$ cat src/rtl/mva_pkg.sv
// ----------------------------------------------------------------------------
// mva_pkg
// Shared types, constants and helpers of the vertex normal accumulator.
// ----------------------------------------------------------------------------
`timescale 1ns / 1ps
`default_nettype none

package mva_pkg;

  localparam int MaxVertices = 4096;
  localparam int IdxW        = $clog2(MaxVertices);
  localparam int CoordW      = 16;
  localparam int SumW        = 21;
  localparam int VecW        = 36;
  localparam int NormW       = 16;

  localparam logic signed [SumW-1:0] SumMax = 21'sd1048575;
  localparam logic signed [SumW-1:0] SumMin = -21'sd1048576;

  typedef enum logic [1:0] {
    OP_LOAD = 2'd0,
    OP_TRI  = 2'd1,
    OP_READ = 2'd2,
    OP_NONE = 2'd3
  } op_t;

  // status and result of the normaliser
  typedef struct packed {
    logic                    done;
    logic                    zero;
    logic signed [NormW-1:0] nx;
    logic signed [NormW-1:0] ny;
    logic signed [NormW-1:0] nz;
  } norm_res_t;

  // saturating add of a unit component to a sum component
  function automatic logic signed [SumW-1:0] sat_add(input logic signed [SumW-1:0] s,
                                                      input logic signed [NormW-1:0] n);
    logic signed [SumW:0] t;
    t = $signed({s[SumW-1], s}) + $signed({{(SumW+1-NormW){n[NormW-1]}}, n});
    if (t > $signed({SumMax[SumW-1], SumMax})) begin
      return SumMax;
    end else if (t < $signed({SumMin[SumW-1], SumMin})) begin
      return SumMin;
    end else begin
      return t[SumW-1:0];
    end
  endfunction

endpackage

`default_nettype wire

$ cat src/rtl/mva_norm.sv
// ----------------------------------------------------------------------------
// mva_norm
// Iterative normaliser: scales a vector to Q1.14 unit length with a shift
// search, one shared squarer, a bit-pair square root and a restoring divider.
// ----------------------------------------------------------------------------
`timescale 1ns / 1ps
`default_nettype none

module mva_norm (
  input  wire logic                            clk,
  input  wire logic                            rst,
  input  wire logic                            start,
  input  wire logic signed [mva_pkg::VecW-1:0] vx,
  input  wire logic signed [mva_pkg::VecW-1:0] vy,
  input  wire logic signed [mva_pkg::VecW-1:0] vz,
  output mva_pkg::norm_res_t                   res
);

  typedef enum logic [5:0] {
    N_IDLE  = 6'b000001,
    N_SHIFT = 6'b000010,
    N_SQ    = 6'b000100,
    N_SQRT  = 6'b001000,
    N_DLOAD = 6'b010000,
    N_DIV   = 6'b100000
  } nstate_t;

  nstate_t                                state;
  logic [2:0][mva_pkg::VecW-1:0]          mag;
  logic [2:0]                             neg;
  logic [4:0]                             cnt;
  logic [1:0]                             comp;
  logic [61:0]                            prod;
  logic [63:0]                            ssum;
  logic [63:0]                            rs;
  logic [63:0]                            root;
  logic [63:0]                            bitv;
  logic [31:0]                            rem;
  logic [14:0]                            lo;
  logic [14:0]                            quo;
  logic [2:0][mva_pkg::NormW-1:0]         nvec;
  logic                                   done;
  logic                                   zero;

  logic [mva_pkg::VecW-1:0]               mmax;
  logic [1:0]                             sqsel;
  logic [30:0]                            sqin;
  logic [31:0]                            len;
  logic [45:0]                            num;
  logic [32:0]                            trial;
  logic                                   ge;
  logic [14:0]                            quo_next;
  logic [63:0]                            rb;

  function automatic logic [mva_pkg::VecW-1:0] absv(input logic signed [mva_pkg::VecW-1:0] v);
    return v[mva_pkg::VecW-1] ? mva_pkg::VecW'(-v) : mva_pkg::VecW'(v);
  endfunction

  // largest magnitude, operand of the squarer, divider step
  always_comb begin
    mmax = mag[0];
    if (mag[1] > mmax) begin
      mmax = mag[1];
    end
    if (mag[2] > mmax) begin
      mmax = mag[2];
    end
    sqsel    = (cnt[1:0] == 2'd3) ? 2'd0 : cnt[1:0];
    sqin     = mag[sqsel][30:0];
    len      = root[31:0];
    num      = {1'b0, mag[comp][30:0], 14'b0} + 46'(len >> 1);
    trial    = {rem, lo[14]};
    ge       = trial >= {1'b0, len};
    quo_next = {quo[13:0], ge};
    rb       = root + bitv;
  end

  // sequencer and datapath
  always_ff @(posedge clk) begin
    if (rst) begin
      state <= N_IDLE;
      done  <= 1'b0;
    end else begin
      done <= 1'b0;
      case (state)
        N_IDLE: begin
          if (start) begin
            neg    <= {vz[mva_pkg::VecW-1], vy[mva_pkg::VecW-1], vx[mva_pkg::VecW-1]};
            mag[0] <= absv(vx);
            mag[1] <= absv(vy);
            mag[2] <= absv(vz);
            state  <= N_SHIFT;
          end
        end
        // bring the largest magnitude into [2^30, 2^31), one bit a cycle; a zero vector finishes with zero set
        N_SHIFT: begin
          if (mmax == '0) begin
            zero  <= 1'b1;
            nvec  <= '0;
            done  <= 1'b1;
            state <= N_IDLE;
          end else if (|mmax[mva_pkg::VecW-1:31]) begin
            mag[0] <= mag[0] >> 1;
            mag[1] <= mag[1] >> 1;
            mag[2] <= mag[2] >> 1;
          end else if (!mmax[30]) begin
            mag[0] <= mag[0] << 1;
            mag[1] <= mag[1] << 1;
            mag[2] <= mag[2] << 1;
          end else begin
            cnt   <= '0;
            ssum  <= '0;
            state <= N_SQ;
          end
        end
        // sum of squares through one registered multiplier
        N_SQ: begin
          if (cnt[1:0] != 2'd3) begin
            prod <= sqin * sqin;
          end
          if (cnt[1:0] == 2'd3) begin
            rs    <= ssum + {2'b0, prod};
            root  <= '0;
            bitv  <= 64'd1 << 62;
            cnt   <= '0;
            state <= N_SQRT;
          end else begin
            if (cnt[1:0] != 2'd0) begin
              ssum <= ssum + {2'b0, prod};
            end
            cnt <= cnt + 5'd1;
          end
        end
        // integer square root, one bit pair a cycle
        N_SQRT: begin
          if (rs >= rb) begin
            rs   <= rs - rb;
            root <= (root >> 1) + bitv;
          end else begin
            root <= root >> 1;
          end
          bitv <= bitv >> 2;
          cnt  <= cnt + 5'd1;
          if (cnt == 5'd31) begin
            comp  <= '0;
            state <= N_DLOAD;
          end
        end
        N_DLOAD: begin
          rem   <= {1'b0, num[45:15]};
          lo    <= num[14:0];
          quo   <= '0;
          cnt   <= '0;
          state <= N_DIV;
        end
        // restoring division, one quotient bit a cycle
        N_DIV: begin
          rem <= ge ? 32'(trial - {1'b0, len}) : trial[31:0];
          quo <= quo_next;
          lo  <= lo << 1;
          cnt <= cnt + 5'd1;
          if (cnt == 5'd14) begin
            nvec[comp] <= neg[comp] ? mva_pkg::NormW'(-{1'b0, quo_next})
                                    : mva_pkg::NormW'({1'b0, quo_next});
            if (comp == 2'd2) begin
              zero  <= 1'b0;
              done  <= 1'b1;
              state <= N_IDLE;
            end else begin
              comp  <= comp + 2'd1;
              state <= N_DLOAD;
            end
          end
        end
        default: state <= N_IDLE;
      endcase
    end
  end

  assign res.done = done;
  assign res.zero = zero;
  assign res.nx   = $signed(nvec[0]);
  assign res.ny   = $signed(nvec[1]);
  assign res.nz   = $signed(nvec[2]);

endmodule

`default_nettype wire

$ cat config.mk
export PLATFORM = sky130hd
export DESIGN_NAME = mva_norm
export DESIGN_NICKNAME = d
export VERILOG_FILES = /design/src/rtl/mva_pkg.sv /design/src/rtl/mva_norm.sv
export SDC_FILE = /design/constraint.sdc
export NUM_CORES = 2
export LEC_CHECK = 0
export BUFFER_PORTS_ARGS = -buffer_cell sky130_fd_sc_hd__buf_2
export CORE_MARGIN = 2
export CORE_UTILIZATION = 45
export DETAILED_ROUTE_END_ITERATION = 8
export MAX_ROUTING_LAYER = met4
export PLACE_DENSITY_LB_ADDON = 0.15
export SLEW_MARGIN = 20
export SYNTH_ARGS = -nofsm -noshare
export SYNTH_HDL_FRONTEND = slang
export SYNTH_SLANG_ARGS = --single-unit
$ cat constraint.sdc
create_clock -name clk -period 22.5 [get_ports clk]
set_input_delay 0 -clock clk [delete_from_list [all_inputs] [get_ports clk]]
set_output_delay 0 -clock clk [all_outputs]
set_load 0.005 [all_outputs]
==> results.txt <==
count of antenna-violating nets left after detailed routing: 0
horizontal die dimension: 391 um
clock latency reported for the late side of the worst-skew pair: 0.67 ns
setup repair after global routing missed its margin: no
# placed instances: 9407
buffer levels on the longest clock path: 3
global-route total usage across every layer: 0.284
largest net degree at the start of global routing: 103
worst hold path type: in2reg
port buffer count: 160
antenna violations before repair: 0
unique cell type count in the Yosys netlist: 86
sequential-to-total area share from yosys stat: 0.230
maxcap violations: 0
DRC violation count after routing: 0
synthesized instance count: 7451
post-synth top area share: 0.228
area occupied by multi-input gates: 0.0469 mm^2
setup-violating endpoint count in the final report: 0
highest achievable clock rate: 94.5 MHz
number of global-route vias before repair: 54600
first-pass GRT wire length: 326000 um
most used cell along the critical path: fa_1
Slew Limit Fails: 0
number of H-tree levels: 3
ranking of synthesized cells by area: edfxtp_1 23%, fa_1 22%, ha_1 11%, inv_1 5.8%, nand2_1 4.1%
kind of end point of the critical path: flop
Max stage delay cell, worst path: clkinv_1
Critical Path Source: cnt[0]
starting DRC count in detailed routing: 5091
number of synthesized flops with an enable pin: 513
Initial DRT Pass Iterations: 6
leading post-synthesis cells by instance count: 1050 x inv_1, 753 x fa_1, 745 x nand2_1
Final Instance Count excl. Fillers: 9669
Routed WL: 212000 um
average cell area after synthesis: 9.06 um^2
Inserted Clock Buffers: 67
Routability Congestion: 0.986
crit start category: flop
FF-to-FF Start: cnt[0]
setup repair bufs after CTS: 0
flop and latch count out of synthesis: 520
total area of sequential cells: 0.0155 mm^2
fraction of layout cells with a size suffix above 1: 0.0579
overflow left after global routing: 0
Max-slew headroom: 0.154
Die Height: 391 um
post-detailed-route wirelength per cell: 22.0 um
placeable core region: 0.149 mm^2
placed wire-length estimate after detailed placement: 166000 um
Crit path largest cell delay: 0.62 ns
top-count cell post-synth: inv_1
initial core utilization: 0.452
Final min period: 10.58 ns
number of cell rows: 142
final-stage net count: 9048
fraction of synthesis flops using an asynchronous set or reset pin: 0
fillers: 14100
cell type contributing the most total cell area after synthesis: edfxtp_1
Total Die Area: 0.153 mm^2
post-synthesis net count: 8897
main flop type after synthesis: edfxtp_1
Post-Route Skew: 0.0492 ns
worst-path fanout max: 37
arrival time reported for the critical path endpoint: 10.96 ns
Buf/Inv on CP: 9
yosys synthesis warning count: 0
hold path startpoint: vy[14]
data required time of the worst path: 22.88 ns
clk slew on worst S/H paths: 0.05 ns
Worst Path Class, Setup: reg2reg
Total Neg Setup Slack: 0 ns
largest delay contributor family on the critical path: adder cells
clk root buf: clkbuf_16
layout overhead on the synthesized area: 9.95%
Boundary Pins: 161
slew at the pin with the worst max-slew slack: 1.26 ns
total clock sinks: 520
average via count per standard cell: 5.68
status: complete, no violations
part of the cycle the worst path needs: 0.470
number of failing hold endpoints at the final stage: 0
cell area after synthesis: 0.0675 mm^2
cells resized by post-CTS repair: 0
clock tree from TritonCTS: done
via count: 55000
-- kinds of logic after synthesis --
logic type                 after synthesis  share of synthesized area
adders and majority gates             1335                      0.331
xor gates and xnor gates               465                     0.0603
buffers and inverters                 1376                     0.0772
and+or+nand+nor                       2120                      0.140
DFF                                    520                      0.230
AOI/OAI and AO/OA                     1549                      0.148
muxes                                   86                     0.0128
-- worst paths after layout --
check        slack, ns  depth (start not counted)       end
max              11.92                         34  prod[58]
min               0.06                          3   mag[50]
max reg2reg      11.92                         34  prod[58]
min reg2reg       0.52                          2    lo[14]
-- state kept, by name, summed over array words and instances, names as in the netlist --
| register | count |
|---|---|
| bitv | 32 |
| cnt | 5 |
| comp | 2 |
| done | 1 |
| lo | 15 |
| mag | 108 |
| neg | 3 |
| prod | 61 |
| quo | 14 |
| rem | 32 |
| res | 48 |
| root | 64 |
| rs | 64 |
| ssum | 64 |
| state | 6 |
| zero | 1 |
-- area by class of cell --
| class | instances | area share |
|---|---|---|
| multi-input cells | 5555 | 0.632 |
| diodes | 3 | 0.000101 |
| well taps | 2016 | 0.0340 |
| clock inverters | 40 | 0.00826 |
| inverters | 1065 | 0.0539 |
| repair buffers | 393 | 0.0392 |
| clock buffers | 77 | 0.0231 |
| flip-flops and latches | 520 | 0.209 |
-- cells in the final DEF (no fill, tap or decap), types with 29 or more instances in the layout --
| cell | count |
|---|---|
| a31oi_1 | 139 |
| o21bai_1 | 64 |
| buf_2 | 160 |
| mux2i_1 | 82 |
| inv_1 | 1048 |
| buf_4 | 90 |
| o31ai_1 | 48 |
| a21o_1 | 174 |
| ha_1 | 581 |
| nand2_1 | 745 |
| and2_1 | 62 |
| o21ai_0 | 308 |
| a221oi_1 | 68 |
| a21oi_1 | 395 |
| xor2_1 | 213 |
| clkbuf_16 | 67 |
| fa_1 | 753 |
| nand3_1 | 95 |
| nand2b_1 | 42 |
| nand4_1 | 87 |
| edfxtp_1 | 513 |
| or3_1 | 29 |
| xnor2_1 | 252 |
| nor2_1 | 709 |
| a211oi_1 | 107 |
| dlygate4sd3_1 | 141 |
| and3_1 | 34 |
| nor4_1 | 44 |
| nor2b_1 | 46 |
| o21a_1 | 39 |
| nor3_1 | 137 |
-- layer usage --
| layer | share of wire | up-vias | track usage |
|---|---|---|---|
| met2 | 0.45 | 1854 | 0.429 |
| met3 | 0.084 | 302 | 0.0591 |
| met1 | 0.45 | 27200 | 0.393 |
| li1 | - | 25600 | - |
| met5 | 0 | - | - |
| met4 | 0.024 | 0 | 0.0606 |
-- metrics by stage --
stage / util / worst slack, ns / hold WS (ns) / cell area [um^2]
final: 0.497 / 11.92 / 0.0621 / 74200
after detailed placement: 0.471 / 12.07 / 0.406 / 70500
after CTS: 0.497 / 12.06 / 0.0317 / 74200
after global placement: 0.471 / 12.32 / 0.407 / 70500
after floorplan: - / 10.99 / 0.0989 / 67500
after global routing: 0.497 / 11.52 / 0.0346 / 74200
-- what timing repair did --
| action | CTS | global route |
|---|---|---|
| endpoints found under the hold margin | 120 | 0 |
| setup endpoints to repair | 0 | 0 |
| hold buffers | 141 | 0 |
-- tightest hold or removal path, stage by stage --
cell and delay, ns:
buf_2 0.10, xor2_1 0.26, a221oi_1 0.14
Power is not shown: default switching activity piles up to over one toggle a cycle in this logic, so the estimate is an artifact.
